$ cat src/hdl/b64d_pkg.sv
// ----------------------------------------------------------------------------
// b64d_pkg: shared types and constants of the base64 stream decoder
// Status codes, the sextet decode function and the job word handed from
// the front end to the back end through the job queue.
// ----------------------------------------------------------------------------
package b64d_pkg;

  // Sticky status reported with the final result of a string
  typedef enum logic [1:0] {
    ST_OK      = 2'd0,
    ST_BADCHAR = 2'd1,
    ST_BADPAD  = 2'd2,
    ST_LENGTH  = 2'd3
  } status_t;

  // Decoded character classes beyond the 64 alphabet values
  localparam logic [6:0] SX_PAD = 7'd64;
  localparam logic [6:0] SX_BAD = 7'd65;

  // Configuration register map
  localparam int          CfgAddrW     = 3;
  localparam logic        REG_EXPECTED = 1'b0;
  localparam logic [6:0]  ExpReset     = 7'd32;

  // Job queue between front and back end
  localparam int QDepth = 4;
  localparam int QPtrW  = 2;

  // One job: up to three bytes of one group plus end-of-string marking
  typedef struct packed {
    logic [23:0] word;
    logic [1:0]  nbytes;
    logic        last;
    status_t     status;
  } job_t;

  // Map one ASCII character to its sextet, SX_PAD for '=', SX_BAD otherwise
  function automatic logic [6:0] sextet_of(input logic [7:0] ch);
    logic [7:0] v;
    begin
      v = {1'b0, SX_BAD};
      if (ch >= 8'h41 && ch <= 8'h5A) begin
        v = ch - 8'h41;
      end else if (ch >= 8'h61 && ch <= 8'h7A) begin
        v = ch - 8'h61 + 8'd26;
      end else if (ch >= 8'h30 && ch <= 8'h39) begin
        v = ch - 8'h30 + 8'd52;
      end else if (ch == 8'h2B) begin
        v = 8'd62;
      end else if (ch == 8'h2F) begin
        v = 8'd63;
      end else if (ch == 8'h3D) begin
        v = {1'b0, SX_PAD};
      end
      return v[6:0];
    end
  endfunction

endpackage

$ cat src/hdl/b64d_if.sv
// ----------------------------------------------------------------------------
// b64d_if: stream channels of the base64 stream decoder
// Valid/ready channels for incoming characters and outgoing result words.
// ----------------------------------------------------------------------------
interface b64d_in_if;
  logic       valid;
  logic       ready;
  logic [7:0] in_char;
  logic       in_last;

  modport source (output valid, in_char, in_last, input ready);
  modport sink   (input valid, in_char, in_last, output ready);
endinterface

interface b64d_out_if;
  logic       valid;
  logic       ready;
  logic [7:0] out_byte;
  logic       byte_valid;
  logic       out_last;
  logic [1:0] status;

  modport source (output valid, out_byte, byte_valid, out_last, status, input ready);
  modport sink   (input valid, out_byte, byte_valid, out_last, status, output ready);
endinterface

$ cat src/hdl/b64d_front.sv
// ----------------------------------------------------------------------------
// b64d_front: character classification and group assembly
// Decodes one character per cycle unless the queue is full, tracks group
// position, padding, byte count, sticky status; pushes jobs for bytes and end.
// ----------------------------------------------------------------------------
module b64d_front #(
  parameter int MAX_OUT_BYTES = 64
) (
  input  logic               clk,
  input  logic               rst_n,
  b64d_in_if.sink            in_ch,
  input  logic [6:0]         expected_bytes,
  input  logic               q_full,
  output logic               push,
  output b64d_pkg::job_t     job
);

  logic [17:0]         buf_r, buf_nxt;
  logic [1:0]          pos_r, pos_nxt;
  logic [1:0]          pad_r, pad_nxt;
  logic [6:0]          be_r, be_nxt;
  b64d_pkg::status_t   err_r, err_nxt;

  logic                accept;
  logic [6:0]          sx;
  logic                is_pad;
  logic [5:0]          six;
  logic [6:0]          cap;
  logic [6:0]          avail;
  logic [1:0]          count;
  logic [1:0]          nb;

  assign in_ch.ready = !q_full;
  assign accept      = in_ch.valid && in_ch.ready;

  // Classify the character
  assign sx     = b64d_pkg::sextet_of(in_ch.in_char);
  assign is_pad = (sx == b64d_pkg::SX_PAD);
  assign six    = is_pad ? 6'd0 : sx[5:0];

  // Byte budget left under the tighter of the two limits
  assign cap   = (32'(expected_bytes) < MAX_OUT_BYTES) ? expected_bytes
                                                       : 7'(MAX_OUT_BYTES);
  assign avail = (be_r >= cap) ? 7'd0 : (cap - be_r);

  // Next state of the group and the sticky status
  always_comb begin
    buf_nxt = buf_r;
    pos_nxt = pos_r;
    pad_nxt = pad_r;
    be_nxt  = be_r;
    err_nxt = err_r;
    count   = 2'd0;
    nb      = 2'd0;
    if (err_r == b64d_pkg::ST_OK) begin
      if (sx == b64d_pkg::SX_BAD) begin
        err_nxt = b64d_pkg::ST_BADCHAR;
      end else if (pad_r != 2'd0 && pos_r == 2'd0) begin
        err_nxt = b64d_pkg::ST_BADPAD;
      end else if (is_pad && pos_r < 2'd2) begin
        err_nxt = b64d_pkg::ST_BADPAD;
      end else if (!is_pad && pad_r != 2'd0) begin
        err_nxt = b64d_pkg::ST_BADPAD;
      end else begin
        if (is_pad) begin
          pad_nxt = pad_r + 2'd1;
        end
        if (pos_r != 2'd3) begin
          buf_nxt = {buf_r[11:0], six};
          pos_nxt = pos_r + 2'd1;
        end else begin
          // Group complete: emit what the budget allows
          count   = 2'd3 - pad_nxt;
          nb      = (7'(count) <= avail) ? count : avail[1:0];
          be_nxt  = be_r + 7'(nb);
          if (nb != count) begin
            err_nxt = b64d_pkg::ST_LENGTH;
          end
          buf_nxt = 18'd0;
          pos_nxt = 2'd0;
        end
      end
    end
    // End-of-string checks
    if (in_ch.in_last) begin
      if (pos_nxt != 2'd0 && err_nxt == b64d_pkg::ST_OK) begin
        err_nxt = b64d_pkg::ST_BADPAD;
      end
      if (be_nxt != expected_bytes && err_nxt == b64d_pkg::ST_OK) begin
        err_nxt = b64d_pkg::ST_LENGTH;
      end
    end
  end

  // Build the job for the back end
  always_comb begin
    job.word   = {buf_r, six};
    job.nbytes = nb;
    job.last   = in_ch.in_last;
    job.status = in_ch.in_last ? err_nxt : b64d_pkg::ST_OK;
  end

  assign push = accept && (nb != 2'd0 || in_ch.in_last);

  // Advance state on each accepted word; clear at end of string
  always_ff @(posedge clk) begin
    if (!rst_n) begin
      buf_r <= 18'd0;
      pos_r <= 2'd0;
      pad_r <= 2'd0;
      be_r  <= 7'd0;
      err_r <= b64d_pkg::ST_OK;
    end else if (accept) begin
      if (in_ch.in_last) begin
        buf_r <= 18'd0;
        pos_r <= 2'd0;
        pad_r <= 2'd0;
        be_r  <= 7'd0;
        err_r <= b64d_pkg::ST_OK;
      end else begin
        buf_r <= buf_nxt;
        pos_r <= pos_nxt;
        pad_r <= pad_nxt;
        be_r  <= be_nxt;
        err_r <= err_nxt;
      end
    end
  end

  // A finished string leaves the front end clean
  a_clear_after_last: assert property (@(posedge clk) disable iff (!rst_n)
    accept && in_ch.in_last |=> pos_r == 2'd0 && be_r == 7'd0 &&
                                err_r == b64d_pkg::ST_OK)
    else $error("front state not cleared after last word");

  // Once an error is held no byte leaves
  a_no_bytes_after_error: assert property (@(posedge clk) disable iff (!rst_n)
    err_r != b64d_pkg::ST_OK |-> nb == 2'd0)
    else $error("byte emitted after sticky error");

endmodule

$ cat src/hdl/b64d_queue.sv
// ----------------------------------------------------------------------------
// b64d_queue: short job queue between front and back end
// Circular buffer of jobs with separate read and write pointers.
// ----------------------------------------------------------------------------
module b64d_queue (
  input  logic                clk,
  input  logic                rst_n,
  input  logic                push,
  input  b64d_pkg::job_t      push_job,
  input  logic                pop,
  output b64d_pkg::job_t      head,
  output logic                full,
  output logic                empty
);

  b64d_pkg::job_t               mem_r [b64d_pkg::QDepth];
  logic [b64d_pkg::QPtrW-1:0]   wr_r, wr_nxt;
  logic [b64d_pkg::QPtrW-1:0]   rd_r, rd_nxt;
  logic [b64d_pkg::QPtrW:0]     cnt_r, cnt_nxt;

  assign full  = (cnt_r == (b64d_pkg::QPtrW+1)'(b64d_pkg::QDepth));
  assign empty = (cnt_r == '0);
  assign head  = mem_r[rd_r];

  // Advance pointers and fill count
  always_comb begin
    wr_nxt  = push ? wr_r + 1'b1 : wr_r;
    rd_nxt  = pop  ? rd_r + 1'b1 : rd_r;
    cnt_nxt = cnt_r + (b64d_pkg::QPtrW+1)'(push) - (b64d_pkg::QPtrW+1)'(pop);
  end

  always_ff @(posedge clk) begin
    if (!rst_n) begin
      wr_r  <= '0;
      rd_r  <= '0;
      cnt_r <= '0;
    end else begin
      wr_r  <= wr_nxt;
      rd_r  <= rd_nxt;
      cnt_r <= cnt_nxt;
    end
  end

  // Store the pushed job
  always_ff @(posedge clk) begin
    if (push) begin
      mem_r[wr_r] <= push_job;
    end
  end

  a_fill_bound: assert property (@(posedge clk) disable iff (!rst_n)
    cnt_r <= (b64d_pkg::QPtrW+1)'(b64d_pkg::QDepth) && !(push && full) &&
    !(pop && empty))
    else $error("job queue overflow or underflow");

endmodule

$ cat src/hdl/b64d_back.sv
// ----------------------------------------------------------------------------
// b64d_back: result serialiser
// Splits a job into result words in an output register, one per ready cycle.
// ----------------------------------------------------------------------------
module b64d_back (
  input  logic               clk,
  input  logic               rst_n,
  input  b64d_pkg::job_t     head,
  input  logic               q_empty,
  output logic               pop,
  b64d_out_if.source         out_ch
);

  logic [1:0]  idx_r, idx_nxt;
  logic        vld_r, vld_nxt;
  logic [7:0]  byte_r;
  logic        bv_r;
  logic        last_r;
  logic [1:0]  st_r;

  logic        load;
  logic [1:0]  last_idx;
  logic        final_word;
  logic [7:0]  sel_byte;

  assign load       = !q_empty && (!vld_r || out_ch.ready);
  assign last_idx   = (head.nbytes == 2'd0) ? 2'd0 : head.nbytes - 2'd1;
  assign final_word = (idx_r == last_idx);
  assign pop        = load && final_word;

  // Pick the byte at the current index
  always_comb begin
    case (idx_r)
      2'd0:    sel_byte = head.word[23:16];
      2'd1:    sel_byte = head.word[15:8];
      default: sel_byte = head.word[7:0];
    endcase
  end

  always_comb begin
    idx_nxt = load ? (final_word ? 2'd0 : idx_r + 2'd1) : idx_r;
    vld_nxt = load ? 1'b1 : (out_ch.ready ? 1'b0 : vld_r);
  end

  always_ff @(posedge clk) begin
    if (!rst_n) begin
      idx_r <= 2'd0;
      vld_r <= 1'b0;
    end else begin
      idx_r <= idx_nxt;
      vld_r <= vld_nxt;
    end
  end

  // Load the output register
  always_ff @(posedge clk) begin
    if (load) begin
      bv_r   <= (head.nbytes != 2'd0);
      byte_r <= (head.nbytes != 2'd0) ? sel_byte : 8'd0;
      last_r <= final_word && head.last;
      st_r   <= (final_word && head.last) ? head.status : b64d_pkg::ST_OK;
    end
  end

  assign out_ch.valid      = vld_r;
  assign out_ch.out_byte   = byte_r;
  assign out_ch.byte_valid = bv_r;
  assign out_ch.out_last   = last_r;
  assign out_ch.status     = st_r;

  a_status_on_last: assert property (@(posedge clk) disable iff (!rst_n)
    out_ch.valid && !out_ch.out_last |-> out_ch.status == b64d_pkg::ST_OK &&
                                         out_ch.byte_valid)
    else $error("status or empty word outside final result");

endmodule

$ cat src/hdl/base64_stream_decoder_unit.sv
// ----------------------------------------------------------------------------
// The first result word of a character is offered once it has passed the job
// queue and the output register, if the queue is empty and the output free.
// Throughput: one character per cycle; results leave one per cycle, so a
// full group of four characters gives three words and the output keeps pace.
// The four-entry job queue absorbs output stalls before input is held.
// Reset: synchronous, active low; clears all string state, expected_bytes=32.
// ----------------------------------------------------------------------------
// base64_stream_decoder_unit: base64 stream decoder top level
// Front end decodes characters, queue decouples, back end emits result words.
// ----------------------------------------------------------------------------
module base64_stream_decoder_unit #(
  parameter int MAX_OUT_BYTES = 64
) (
  input  logic                          clk,
  input  logic                          rst_n,
  b64d_in_if.sink                       in_ch,
  b64d_out_if.source                    out_ch,
  input  logic                          cfg_psel,
  input  logic                          cfg_penable,
  input  logic                          cfg_pwrite,
  input  logic [b64d_pkg::CfgAddrW-1:0] cfg_paddr,
  input  logic [31:0]                   cfg_pwdata,
  output logic [31:0]                   cfg_prdata,
  output logic                          cfg_pready
);

  logic [6:0]       exp_r, exp_nxt;
  logic             cfg_wr;
  logic             push;
  logic             pop;
  logic             q_full;
  logic             q_empty;
  b64d_pkg::job_t   push_job;
  b64d_pkg::job_t   head;

  // Register port: single register at word index zero
  assign cfg_pready = 1'b1;
  assign cfg_wr     = cfg_psel && cfg_penable && cfg_pwrite &&
                      (cfg_paddr[2] == b64d_pkg::REG_EXPECTED);
  assign exp_nxt    = cfg_wr ? cfg_pwdata[6:0] : exp_r;
  assign cfg_prdata = (cfg_paddr[2] == b64d_pkg::REG_EXPECTED) ? {25'd0, exp_r}
                                                                : 32'd0;

  always_ff @(posedge clk) begin
    if (!rst_n) begin
      exp_r <= b64d_pkg::ExpReset;
    end else begin
      exp_r <= exp_nxt;
    end
  end

  b64d_front #(
    .MAX_OUT_BYTES (MAX_OUT_BYTES)
  ) u_front (
    .clk            (clk),
    .rst_n          (rst_n),
    .in_ch          (in_ch),
    .expected_bytes (exp_r),
    .q_full         (q_full),
    .push           (push),
    .job            (push_job)
  );

  b64d_queue u_queue (
    .clk      (clk),
    .rst_n    (rst_n),
    .push     (push),
    .push_job (push_job),
    .pop      (pop),
    .head     (head),
    .full     (q_full),
    .empty    (q_empty)
  );

  b64d_back u_back (
    .clk     (clk),
    .rst_n   (rst_n),
    .head    (head),
    .q_empty (q_empty),
    .pop     (pop),
    .out_ch  (out_ch)
  );

endmodule

$ cat src/flat_wrapper.sv
// flat-port wrapper written by rule: the top's interface ports become plain ports
module base64_stream_decoder_unit_flat 
#(
  parameter int MAX_OUT_BYTES = 64
)
  (clk, rst_n, cfg_psel, cfg_penable, cfg_pwrite, cfg_paddr, cfg_pwdata, cfg_prdata, cfg_pready, in_ch_valid, in_ch_in_char, in_ch_in_last, in_ch_ready, out_ch_valid, out_ch_out_byte, out_ch_byte_valid, out_ch_out_last, out_ch_status, out_ch_ready);
  b64d_in_if in_ch_i ();
  b64d_out_if out_ch_i ();
  input  logic clk;
  input  logic rst_n;
  input  logic cfg_psel;
  input  logic cfg_penable;
  input  logic cfg_pwrite;
  input  logic [b64d_pkg::CfgAddrW-1:0] cfg_paddr;
  input  logic [31:0] cfg_pwdata;
  output logic [31:0] cfg_prdata;
  output logic cfg_pready;
  input wire logic [$bits(in_ch_i.valid)-1:0] in_ch_valid;
  input wire logic [$bits(in_ch_i.in_char)-1:0] in_ch_in_char;
  input wire logic [$bits(in_ch_i.in_last)-1:0] in_ch_in_last;
  output wire logic [$bits(in_ch_i.ready)-1:0] in_ch_ready;
  output wire logic [$bits(out_ch_i.valid)-1:0] out_ch_valid;
  output wire logic [$bits(out_ch_i.out_byte)-1:0] out_ch_out_byte;
  output wire logic [$bits(out_ch_i.byte_valid)-1:0] out_ch_byte_valid;
  output wire logic [$bits(out_ch_i.out_last)-1:0] out_ch_out_last;
  output wire logic [$bits(out_ch_i.status)-1:0] out_ch_status;
  input wire logic [$bits(out_ch_i.ready)-1:0] out_ch_ready;
  assign in_ch_i.valid = in_ch_valid;
  assign in_ch_i.in_char = in_ch_in_char;
  assign in_ch_i.in_last = in_ch_in_last;
  assign in_ch_ready = in_ch_i.ready;
  assign out_ch_valid = out_ch_i.valid;
  assign out_ch_out_byte = out_ch_i.out_byte;
  assign out_ch_byte_valid = out_ch_i.byte_valid;
  assign out_ch_out_last = out_ch_i.out_last;
  assign out_ch_status = out_ch_i.status;
  assign out_ch_i.ready = out_ch_ready;
  base64_stream_decoder_unit #(.MAX_OUT_BYTES(MAX_OUT_BYTES)) u_core (.clk(clk), .rst_n(rst_n), .in_ch(in_ch_i), .out_ch(out_ch_i), .cfg_psel(cfg_psel), .cfg_penable(cfg_penable), .cfg_pwrite(cfg_pwrite), .cfg_paddr(cfg_paddr), .cfg_pwdata(cfg_pwdata), .cfg_prdata(cfg_prdata), .cfg_pready(cfg_pready));
endmodule
$ cat config.mk
export PLATFORM = sky130hd
export DESIGN_NAME = base64_stream_decoder_unit_flat
export DESIGN_NICKNAME = d
export VERILOG_FILES = /design/src/hdl/b64d_pkg.sv /design/src/hdl/b64d_if.sv /design/src/hdl/b64d_front.sv /design/src/hdl/b64d_queue.sv /design/src/hdl/b64d_back.sv /design/src/hdl/base64_stream_decoder_unit.sv /design/src/flat_wrapper.sv
export SDC_FILE = /design/constraint.sdc
export NUM_CORES = 1
export LEC_CHECK = 0
export CAP_MARGIN = 15
export CORE_MARGIN = 1.5
export CORE_UTILIZATION = 40
export CTS_CLUSTER_SIZE = 24
export DETAILED_ROUTE_END_ITERATION = 10
export DONT_BUFFER_PORTS = 1
export REMOVE_ABC_BUFFERS = 1
export SYNTH_ARGS = -nofsm -noshare
export SYNTH_HDL_FRONTEND = slang
export SYNTH_HIERARCHICAL = 1
export SYNTH_SLANG_ARGS = --single-unit
$ cat constraint.sdc
create_clock -name clk -period 14.1 [get_ports clk]
set_clock_uncertainty 0.15 [all_clocks]
set_input_delay 2.82 -clock clk [delete_from_list [all_inputs] [get_ports clk]]
set_output_delay 2.82 -clock clk [all_outputs]
set_load 0.005 [all_outputs]
==> metrics.cfg <==
[sta]
fin_tns_setup_ps = 0
holdWs_ps = 349.8
final-hold-violation-count = 0
fin_crit_sh = 0.6512
max_freq_mhz = 108.9
slew_headroom = 0.3269
finalSetupViolations = 0
slew_viol_final = 0
period_minus_slack_ps = 9182
worst_pin_slew_ps = 1010
rsz0062_at_grt = no

[synth]
yosysSeqAreaShare = 0.5354
ys_types = 89
ys_async_sr_fraction = 0
ys_ff_latch = 178
yosysWarnings = 6
syn_inst = 727
ys.flop_type = edfxtp_1
netlist_area_um2 = 9049
synth_edf_count = 128
avgSynthCellArea_um2 = 12.45

[setup_path]
worstPathMaxFanout = 12
critPathCaptureType = flop
worstSetupPathType = in2reg
cp.arrival_ps = 9190
worst_setup_path_start_kind = input port
cp.required_ps = 14110

[floorplan]
ios = 98
row_count = 54
coreArea_um2 = 22030
die_height_um = 153.4
start_util = 0.4108
die_x_um = 153.4
die_area_um2 = 23530

[layout]
utilization = 0.4448
multi_input_area_um2 = 3766
final-seq-area_um2 = 4847
finalNetCount = 806
final_cell_mix = edfxtp_1, nand2_1, dfxtp_1, inv_1, nor2_1
instances_no_fill = 1015
final_common_cell = edfxtp_1
final_cell_area_um2 = 9798
antenna_cells = 0
drive_gt1_frac = 0.1442
nFillCells = 2002
syn2layout_area_growth_pct = 8.283

[detailed_routing]
drtIter0Drc = 421
routed_wl_um = 19250
firstDrtPassIters = 5
vias = 5698
viasPerCell = 5.614
postRouteAntennaNets = 0
routedWlPerCell_um = 18.96
drc = 0

[hold_path]
hold_class = reg2reg

[job]
cap_violations = 0

[place]
place.detailed.hpwl_um = 12350
globalplace.congestion = 0.8347
portBuffers = 0
dp.cells = 981
place_area_um2 = 9144

[power]
p_leak_nw = 3.367
ir_drop_mv = 0.09928
powerDensity_nw_per_um2 = 146.4

[cts]
ctsRootBufferMaster = clkbuf_16
clk_pin_slew_worst_paths_ps = 70
cts_tree = yes
cts.sinks = 178
cts_setup_buffers = 0
cts_made_buffers = 17
cts_htree_levels = 4
clockBufferDepth = 2
clkLatencyLatePin_ps = 430
ctsResizeCount = 0
cts_hold_buffers = 0

[grt]
antenna_found_initial = 0
grt_pass1_vias = 5832
grt_usage = 0.1696
grt_pass1_wl_um = 31230
grt_max_degree = 52
grt_overflow = 0

[status]
outcome = finished clean

[critical path, stage by stage]
cell and delay (ps):
inv_1 90, ha_1 290, nand2_2 130, o311a_4 380
a31oi_4 270, o2111ai_2 190, a211oi_4 660, nand2_2 190
mux2i_1 300, ha_1 300, a221oi_1 610, mux2i_1 270
inv_1 110, ha_1 180, inv_1 60, fa_1 500
nor4_1 340, nand4_1 140, mux2_4 330, and4_4 190
nor3_1 190, o21ai_1 120, a311oi_1 500
[cell usage after synthesis (4+ instances only)]
cell type  instances  area (um^2)
nor3b_1            4        30.03
inv_1             45        168.9
a31oi_1            4        25.02
buf_6              5        56.30
nand3_1           31        155.2
and2b_2            7        61.31
a22oi_1           10        75.07
nor4_1             5        31.28
o31a_1             4        35.03
xnor2_1           15        131.4
o21ai_1            5        25.02
and2_1             9        56.30
nor2_1            39        146.4
mux4_2            28        630.6
a32oi_1            5        43.79
clkbuf_1          10        37.54
nor2b_1           15        93.84
nand2_1           65        244.0
o21a_1             4        30.03
buf_2              5        25.02
and3_1             4        25.02
mux2i_1           14        140.1
nor3_1             8        40.04
nand4_1            5        31.28
a21o_1             4        30.03
buf_4             30        225.2
dfxtp_1           50         1001
a21boi_0           6        45.04
ha_1              30        375.4
edfxtp_1         128         3844
a21oi_1           22        110.1
o21ai_0           15        75.07
a21boi_1          17        127.6
[cell families after synthesis]
group | after synthesis | synth area share
fa+ha+maj | 33 | 0.04812
buf+inv | 97 | 0.05932
xor+xnor | 19 | 0.01991
compound gates | 131 | 0.1102
flops | 178 | 0.5354
other cells | 2 | 0.0008300
simple gates | 219 | 0.1300
mux | 48 | 0.09624
[where the power goes]
group | total [mW] | internal, mW | switching [mW] | leakage, nW
Clock | 0.482 | 0.244 | 0.238 | 0.302
Combinational | 0.300 | 0.130 | 0.169 | 1.46
Sequential | 0.653 | 0.619 | 0.0339 | 1.60
[metal layers]
layer  vias up  routed length [um]  track usage
met5         -                   0            0
met2       154                9407       0.2872
met3        14                 730      0.03431
li1       2640                   -            -
met1      2890                8949       0.2241
met4         0                 157      0.04068
[state kept, by name (all words and copies together), names as in the netlist, 3 cells and up, named ones only]
signal and flops:
u_core/u_queue/mem_r 116, u_core/u_front/buf_r 18, u_core/u_back/out_ch.out_byte 8, u_core/exp_r 7, u_core/u_front/be_r 7, u_core/u_queue/cnt_r 3
[cell type report]
class,instances,share of cell area
Timing Repair Buffer,3,0.003576
Clock buffer,17,0.04342
Inverter,46,0.01762
Sequential cell,178,0.4947
Multi-Input combinational cell,476,0.3844
Clock inverter,15,0.02056
Tap cell,280,0.03576
[per-stage QoR]
step | power, mW | worst slack, ps
after detailed placement | 0.9572 | 4516
after global placement | 0.9474 | 4699
after floorplan | 0.8746 | 5664
after CTS | 1.438 | 4943
final | 1.434 | 4918
after global routing | 1.504 | 4311
[path summary, 6_finish.rpt]
| path | slack (ps) | cells past startpoint | end | startpoint |
|---|---|---|---|---|
| hold / removal | 350 | 2 | u_core/u_front/buf_r[14]$_SDFFE_PN0P_ | u_core/u_front/buf_r[14]$_SDFFE_PN0P_ |
| setup / recovery | 4920 | 23 | u_core/u_queue/mem_r[2][0]$_DFFE_PP_ | in_ch_in_char[0] |
| setup reg to reg | 7690 | 21 | u_core/u_queue/mem_r[2][0]$_DFFE_PP_ | u_core/u_front/be_r[2]$_SDFFE_PN0P_ |
| hold reg to reg | 350 | 2 | u_core/u_front/buf_r[14]$_SDFFE_PN0P_ | u_core/u_front/buf_r[14]$_SDFFE_PN0P_ |
Note: power is estimated with default switching activity, not from simulation.
